<file path="src/hdl/itp_pkg.sv">
// ----------------------------------------------------------------------------
// itp_pkg
// Shared constants and codes for the instruction trace profiler.
// ----------------------------------------------------------------------------
package itp_pkg;

  // default sizes
  localparam int HIST_BINS_DEF     = 256;
  localparam int BRANCH_BINS_DEF   = 66;
  localparam int COUNTER_WIDTH_DEF = 32;

  // branch bucket code width (buckets 0..65)
  localparam int BUCKET_W = 7;

  // operations
  localparam logic [1:0] OP_RECORD = 2'd0;
  localparam logic [1:0] OP_FLUSH  = 2'd1;
  localparam logic [1:0] OP_READ   = 2'd2;

  // read table selects
  localparam logic [2:0] TS_UOPS   = 3'd0;
  localparam logic [2:0] TS_SIZE   = 3'd1;
  localparam logic [2:0] TS_BRANCH = 3'd2;
  localparam logic [2:0] TS_MIX    = 3'd3;
  localparam logic [2:0] TS_TOTALS = 3'd4;

  // totals bins
  localparam logic [7:0] TOT_MICRO = 8'd0;
  localparam logic [7:0] TOT_MACRO = 8'd1;
  localparam logic [7:0] TOT_PAIRS = 8'd2;

  // mix bins
  localparam int MIX_BINS = 5;
  localparam logic [2:0] MIX_LOAD   = 3'd0;
  localparam logic [2:0] MIX_STORE  = 3'd1;
  localparam logic [2:0] MIX_UNCOND = 3'd2;
  localparam logic [2:0] MIX_COND   = 3'd3;
  localparam logic [2:0] MIX_OTHER  = 3'd4;

  // memory access kinds
  localparam logic [1:0] MK_LOAD  = 2'd1;
  localparam logic [1:0] MK_STORE = 2'd2;

  // flag usage codes
  localparam logic [1:0] FL_UNUSED = 2'd0;
  localparam logic [1:0] FL_READ   = 2'd1;

endpackage

</file>
<file path="src/hdl/itp_bucket.sv">
// ----------------------------------------------------------------------------
// itp_bucket
// Two-stage log2 bucket of the absolute distance between two addresses.
// ----------------------------------------------------------------------------
module itp_bucket (
  input  logic                     clk,
  input  logic                     load,
  input  logic [63:0]              addr_a,
  input  logic [63:0]              addr_b,
  output logic [itp_pkg::BUCKET_W-1:0] bucket
);
  import itp_pkg::*;

  logic [63:0] dist_r;
  logic [7:0]  byte_r;
  logic [2:0]  byte_idx_r;
  logic [7:0]  byte_nxt;
  logic [2:0]  byte_idx_nxt;
  logic [2:0]  bit_idx;

  // stage 1: full 64-bit absolute difference
  always_ff @(posedge clk) begin
    if (load) begin
      dist_r <= (addr_a >= addr_b) ? (addr_a - addr_b) : (addr_b - addr_a);
    end
  end

  // highest nonzero byte
  always_comb begin
    byte_idx_nxt = 3'd0;
    for (int j = 0; j < 8; j++) begin
      if (dist_r[j*8 +: 8] != 8'd0) byte_idx_nxt = 3'(j);
    end
    byte_nxt = dist_r[{byte_idx_nxt, 3'b000} +: 8];
  end

  // stage 2: selected byte and its position
  always_ff @(posedge clk) begin
    byte_r     <= byte_nxt;
    byte_idx_r <= byte_idx_nxt;
  end

  // leading one within the byte
  always_comb begin
    bit_idx = 3'd0;
    for (int k = 0; k < 8; k++) begin
      if (byte_r[k]) bit_idx = 3'(k);
    end
  end

  // zero distance goes to bucket 0
  assign bucket = (byte_r == 8'd0) ? '0
                : BUCKET_W'(2) + BUCKET_W'({byte_idx_r, bit_idx});

endmodule

</file>
<file path="config.mk">
export PLATFORM = sky130hd
export DESIGN_NAME = itp_bucket
export DESIGN_NICKNAME = d
export VERILOG_FILES = /design/src/hdl/itp_pkg.sv /design/src/hdl/itp_bucket.sv
export SDC_FILE = /design/constraint.sdc
export NUM_CORES = 1
export LEC_CHECK = 0
export BUFFER_PORTS_ARGS = -buffer_cell sky130_fd_sc_hd__buf_2
export CAP_MARGIN = 15
export CORE_ASPECT_RATIO = 2
export CORE_MARGIN = 5
export CORE_UTILIZATION = 35
export DETAILED_ROUTE_END_ITERATION = 6
export GPL_TIMING_DRIVEN = 1
export PLACE_DENSITY = 0.59
export SYNTH_ARGS = -nofsm -noshare
export SYNTH_HDL_FRONTEND = slang
export SYNTH_SLANG_ARGS = --single-unit
</file>
<file path="constraint.sdc">
create_clock -name clk -period 6.1 [get_ports clk]
set_clock_uncertainty 0.2 [all_clocks]
set_input_delay 0.61 -clock clk [delete_from_list [all_inputs] [get_ports clk]]
set_output_delay 0.61 -clock clk [all_outputs]
set_load 0.03 [all_outputs]
</file>
**Yosys cells after proc, flatten, opt, wreduce, memory -nomap -nowiden**

Index checks and enable logic that the tools add are counted.

- Flip-flop bits (word level): 75
- Input port bits: 130
- Output and inout bits: 7
- Word-level logic and storage cells: 32

- Add/sub/neg operators: 3
- Magnitude comparators: 1
- Shift-type cells: 1
- Muxes and demuxes: 16
- Reduce and logical (&&, ||, !) cells: 8

Operators by type and width:

| cell | count |
|---|---|
| $sub A64 B64 Y64 | 2 |
| $ge A64 B64 Y1 | 1 |
| $mux W64 | 1 |
| $shiftx A64 B7 Y8 | 1 |
| $reduce_bool A8 Y1 | 7 |
| $mux W3 | 12 |
| $logic_not A8 Y1 | 1 |
| $add A2 B6 Y7 const A | 1 |
| $mux W7 | 1 |
| $mux W1 | 2 |

**Logic depth before layout (Yosys ltp)**

Gate-level depths: netlist of the first run.

- Depth after elaboration: 9
- Mapped depth: 15
- Mapped depth without buffers: 12

**Worst setup path before layout of the first run**

Ideal clock, no wire load.

- Kind: input to register
- Start: in addr_a[20]
- End: reg dist_r[52] (data pin)
- Library setup time: 0.267 ns
- Data arrival time: 3.118 ns
- Required time: 5.633 ns
- Setup slack: 2.515 ns
- Stages: 13
- Path buffers: 2
- Cell sequence: inv_1 ha_1 buf_6 and4_4 and2_4 a221o_1 a21bo_1 o31ai_4 and2_4 buf_8 mux2_2 a32oi_1 xnor2_1

- Cells in the longest elaborated chain, start to end: 2
- Elaborated cells between the ends (all ways): 4
- Classes of those cells: 2 x add/sub; 1 x order compare; 1 x mux

RTL lines:

| element | line | source |
|---|---|---|
| from (decl) | itp_bucket.sv:8 | `input logic [63:0] addr_a,` |
| $sub A64 B64 Y64 / $ge A64 B64 Y1 (equally long branches) | itp_bucket.sv:24 | `dist_r <= (addr_a >= addr_b) ? (addr_a - addr_b) : (addr_b - addr_a);` |
| $mux W64 (*) | itp_bucket.sv:24 |  |
| to (signal assigned) | itp_bucket.sv:24 |  |
| to (decl) | itp_bucket.sv:14 | `logic [63:0] dist_r;` |

Mark *: on every way between the ends. The rest lies on a longest branch, timed or not.
A chain may end at the register's enable or synchronous reset.

**Final worst setup path of the first run**

- Start: in addr_a[7]
- End: reg dist_r[52] (data pin)

Same word-level chain as after synthesis.

==> results of run 1 <==
-- cell usage after synthesis, drive strengths merged (13+ instances only) --
cell type / n
a21oi: 192
nor3: 27
nor2: 102
a21o: 32
nand4: 33
buf: 53
ha: 128
a31oi: 13
inv: 162
nor4: 14
nand2: 109
nand3: 21
mux2i: 20
xor2: 27
xnor2: 35
clkbuf: 20
a211oi: 18
edfxtp: 64
a221oi: 16
o21bai: 29
o21ai: 125
o21a: 23
-- stage by stage --
stage | std cells | area, um^2 | worst slack (ns)
after floorplan | 1430 | 10800 | 2.51
after global placement | 1872 | 11600 | 1.37
after detailed placement | 1872 | 11600 | 1.36
after CTS | 1888 | 11900 | 1.69
after global routing | 1888 | 11900 | 1.56
final | 1888 | 11900 | 1.67
-- kinds of logic after synthesis --
group / Yosys count / synth area share
muxes: 33 / 0.0407
DFF: 75 / 0.198
buffers and inverters: 235 / 0.0938
xor gates and xnor gates: 62 / 0.0501
AOI/OAI and AO/OA: 522 / 0.298
and+or+nand+nor: 373 / 0.168
adders and majority gates: 130 / 0.152
-- final timing paths --
check / to / slack, ns / cells past startpoint
worst min-delay path: byte_r[3] / 0.30 / 2
worst max register to register: byte_r[6] / 2.65 / 9
worst max-delay path: dist_r[52] / 1.67 / 12
worst min register to register: byte_r[3] / 0.30 / 2
-- tightest hold or removal path: cells and delay by family (launching register included) --
family	cells	cell delay (ns)
AO/OA/AOI/OAI	2	0.12
flip-flops	1	0.35
-- layout make-up --
type	count	area (um^2)
flip-flops and latches	75	2140
clock buffers	9	225
fillers	3307	18900
repair buffers	143	733
well taps	372	465
multi-input cells	1120	7670
clock inverters	7	43.8
inverters	162	608
-- power by group through the flow --
stage / logic, mW / registers (mW) / clock network, mW
after floorplan: 0.756 / 0.734 / 0
after global placement: 1.11 / 0.766 / 0
after detailed placement: 1.11 / 0.767 / 0
after CTS: 1.12 / 0.758 / 0.482
after global routing: 1.22 / 0.766 / 0.507
final: 1.13 / 0.757 / 0.475
-- flip-flops by register name (all words and copies together) (netlist names) --
| name | count |
|---|---|
| dist_r | 64 |
| byte_r | 8 |
| byte_idx_r | 3 |
-- metal layers --
layer	vias up	track usage	routed length [um]
li1	5329	-	-
met1	5256	0.209	13600
met2	411	0.424	21600
met3	152	0.0194	1400
met4	2	0.185	3980
met5	-	0	13
==> results.cfg, run 1 <==
[run]
drv_cap = 0

[global_route]
antenna_found_initial = 1
grt_pass1_vias = 11200
grt_use_total = 0.223
grt-ovfl-total = 0
grt_max_degree = 65
grt_pass1_wl_mm = 60.3

[cts]
cts.sinks = 75
root_buffer = clkbuf_16
cts_buffer_depth = 2
cts_buffers = 9
tritoncts = built
clkLatencyLatePin_ns = 0.33
cts_hold_buf = 0
clk_pin_slew_ns = 0.06
h-tree-depth = 3
cts_resized = 0
post-cts-setup-buffers = 0

[synthesis]
async_flop_share = 0
synth_cell_types = 78
synth_edf_count = 64
syn_avg_cell_area_um2 = 7.57
postSynthCellCount = 1430
yosysSeqAreaShare = 0.198
synth_seq_cells = 75
syn-cell-area_um2 = 10800
synthTopCellsByArea = edfxtp_1 (18%), ha_1 (15%), a21oi_1 (8.9%)
ys_warn_count = 0
yosys.area.top_type = edfxtp_1
syn-num-nets = 1690
synth_ff_type = edfxtp_1
synth_top_area_share = 0.177

[status]
status = finished clean

[routing]
drt_iter0_markers = 809
wire_per_inst_um = 21.5
totalWireLength_mm = 40.6
viasPerCell = 5.91
ant_nets = 0
dr.pass1.iters = 5
route.vias.total = 11200
drc = 0

[power_and_ir_drop]
switchingPower_mw = 0.994
p_seq_frac = 0.321
power_leakage_nw = 5.23
clock_power_share = 0.201
sw_frac_of_total = 0.421
power.total_mw = 2.36
internal-power_mw = 1.37
combinationalPowerShare = 0.478
p_per_area_nw_per_um2 = 199
max-vdd-ir-drop_uv = 165

[floorplan]
core_area_um2 = 30700
initial_core_util = 0.352
ios = 137
die_width_um = 134
num_rows = 91
die_h_um = 259
die_area_um2 = 34800

[timing]
max_freq_mhz = 226
finalCritPeriodShare = 0.726
period_needed_ns = 4.43
rsz0062_at_grt = false
slew_violations = 0
setup_viol = 0
fin_hold_ws_ns = 0.304
maxSlewHeadroom = 0.252
hold_viol_final = 0
tightest_slew_ns = 1.11
fin_setup_tns_ns = 0

[placement]
place_congestion = 0.961
dp_hpwl_mm = 34.6
port-buffer-count = 136

[setup_path]
end_kind = flop
crit_family = compound AO/OA/AOI/OAI gates
startpoint_type = input port
cp.buffers_inverters = 2
cp.arrival_ns = 4.27
timing_worst_setup_path_type = in -> reg
slowest_delay_ns = 0.69
cp.required_ns = 5.94
crit_top_cell = a21oi_1
crit_fanout = 53
slowest_stage = and2_4
crit_start = addr_a[7]
crit-reg2reg-launch = dist_r[29]
path_cells = buf_2, inv_1, ha_1, a21oi_1, nand2_1, o211ai_1, a21oi_1, o31ai_4, and2_4, mux2_2, a32oi_1, xnor2_1

[finish]
final_util = 0.387
nets = 1771
layout_commonest_cell = a21oi_1
final_cell_mix = a21oi_1 (192), inv_1 (162), buf_2 (136)
n_antenna_cell = 0
layout-drive-gt1-share = 0.129
area_delta_synth_final_pct = 9.79

[hold_path]
hp-class = reg -> reg
hp-start = dist_r[59]
(Power assumes the default switching activity.)
==> run 2, diff against run 1 <==
Settings changed: PLACE_DENSITY 0.59 to 0.61.
Clock period 6.1 ns to 3.9 ns, I/O delays scaled along.
==> run 2 against run 1 <==
Global-route usage increased by 1.9 points. Register-to-register slack got worse by 1.8 ns. Clock power increased by 70%. Flip-flop and latch count unchanged. Critical path depth increased by 1. Critical endpoint is now dist_r[40]. Largest cell class unchanged.
==> results.cfg, run 2 (synthesis results as in run 1) <==
[power_and_ir_drop]
combinationalPowerShare = 0.510
power_leakage_nw = 6.10
internal-power_mw = 2.45
sw_frac_of_total = 0.400
clock_power_share = 0.198
max-vdd-ir-drop_uv = 190
switchingPower_mw = 1.63
p_per_area_nw_per_um2 = 307
p_seq_frac = 0.291

[routing]
dr.pass1.iters = 5
wire_per_inst_um = 21.0
drt_iter0_markers = 739
route.vias.total = 11800
drc = 0
ant_nets = 0
totalWireLength_mm = 43.4
viasPerCell = 5.73

[timing]
fin_hold_ws_ns = 0.297
slew_violations = 0
maxSlewHeadroom = 0.367
finalCritPeriodShare = 0.970
fin_setup_tns_ns = 0
worst_slack_ns = 0.118
rsz0062_at_grt = false
period_needed_ns = 3.78
hold_viol_final = 0
max_freq_mhz = 264
setup_viol = 0
tightest_slew_ns = 0.943

[floorplan]
die_area_um2 = 34800
num_rows = 91
core_area_um2 = 30700
die_h_um = 259
die_width_um = 134
initial_core_util = 0.352
ios = 137

[finish]
final_cell_mix = a21oi_1 (191), buf_4 (176), inv_1 (162)
top_regs = dist_r: 64 flops, byte_r: 8 flops, byte_idx_r: 3 flops
n_antenna_cell = 0
nets = 1943
fillerInstances = 3269
final_util = 0.432
multi_input_area_um2 = 7700
finalInstanceArea_um2 = 13300
regMostFlops = dist_r
area_delta_synth_final_pct = 22.5
largest_reg_flops = 64
seqCellArea_um2 = 2140
layout-drive-gt1-share = 0.220
layout_commonest_cell = a21oi_1

[global_route]
grt_max_degree = 65
use_met3 = 0.0254
grtUsageMet2 = 0.471
grt-busiest-layer = met2
grt_pass1_vias = 12100
grt_pass1_wl_mm = 65.6
antenna_found_initial = 0
grt_use_total = 0.241
grt-ovfl-total = 0
use_met1 = 0.230

[cts]
clk_pin_slew_ns = 0.06
clkLatencyLatePin_ns = 0.34
h-tree-depth = 3
tritoncts = built
cts.sinks = 75
cts_hold_buf = 0
root_buffer = clkbuf_16
cts_buffer_depth = 2
cts_buffers = 9

[status]
status = finished clean

[setup_path]
ff2ff_path_depth = 8
cp.required_ns = 3.82
timing_worst_setup_path_type = in -> reg
crit_family = compound AO/OA/AOI/OAI gates
cp.buffers_inverters = 3
r2r-end = byte_r[5]
crit_fanout = 18
end_kind = flop
cp.arrival_ns = 3.70
reg2reg_slack_ns = 0.80
path_cells = buf_2, inv_1, ha_1, a21oi_1, o21ai_0, a221o_1, a21bo_1, o31ai_4, and2_4, mux2i_2, buf_4, o31ai_2, xor2_1
slowest_delay_ns = 0.42
slowest_stage = mux2i_2
startpoint_type = input port
crit-reg2reg-launch = dist_r[28]

[placement]
post_dp_cell_area_um2 = 12900
place_congestion = 0.971
port-buffer-count = 136
dp_slack_ns = -0.392
dp_hpwl_mm = 37.8

[hold_path]
hp-start = dist_r[56]
whs_path_depth = 2
hold-path-endpoint = byte_r[0]
hp-class = reg -> reg

[run]
drv_cap = 0
-- run 2: cell count changes in the layout (fill, tap and decap cells not counted), moves of 2 or more --
cell / change
xnor2_1: -2
clkbuf_1: +3
buf_12: +3
buf_4: +169
xnor2_2: +2
clkinv_1: -2
-- run 2: area by class of cell --
type	instances	area share
clock inverter	3	0.00292
timing repair buffer	315	0.155
multi-input combinational	1120	0.580
clock buffer	13	0.0189
inverter	162	0.0458
sequential	75	0.161
tap	372	0.0351
-- run 2: worst max-delay path by stage --
stage	slack, ns	to	startpoint	depth (start not counted)
CTS	0.007	dist_r[48]	addr_a[35]	12
global placement	-0.36	dist_r[48]	addr_a[35]	12
finish	0.12	dist_r[40]	addr_a[19]	13
floorplan	0.53	dist_r[52]	addr_a[20]	13
global route	0.01	dist_r[55]	addr_a[7]	12
detailed placement	-0.39	dist_r[55]	addr_a[7]	12
-- run 2: metal layers --
metal,share of wire,up-vias
li1,-,5677
met4,0.078,0
met1,0.34,5613
met5,0,-
met3,0.034,134
met2,0.55,384
-- run 2: stage by stage --
| step | cells | total power, mW |
|---|---|---|
| 3_3_place_gp | 2044 | 3.25 |
| 6_report | 2060 | 4.08 |
| 3_5_place_dp | 2044 | 3.25 |
| 2_1_floorplan | 1430 | 2.33 |
| 4_1_cts | 2060 | 4.07 |
| 5_1_grt | 2060 | 4.30 |
-- run 2: power groups by stage --
stage / combinational (mW) / sequential (mW) / clock (mW)
CTS: 2.06 / 1.19 / 0.823
finish: 2.08 / 1.19 / 0.809
global placement: 2.04 / 1.20 / 0
global route: 2.24 / 1.20 / 0.859
detailed placement: 2.05 / 1.20 / 0
floorplan: 1.18 / 1.15 / 0
-- run 2: worst reg2reg max path: cells and delay by family (launching register included) --
kind             cells  cell delay (ns)
AND/OR/NAND/NOR      3             0.83
AO/OA/AOI/OAI        4             0.95
flip-flops           1             0.40
multiplexers         1             0.60
-- run 2: repair_timing --
item / 4_1_cts / 5_1_grt
buffers inserted: 0 / 0
resized for setup: 1 / 4
endpoints found under the setup margin: 2 / 7
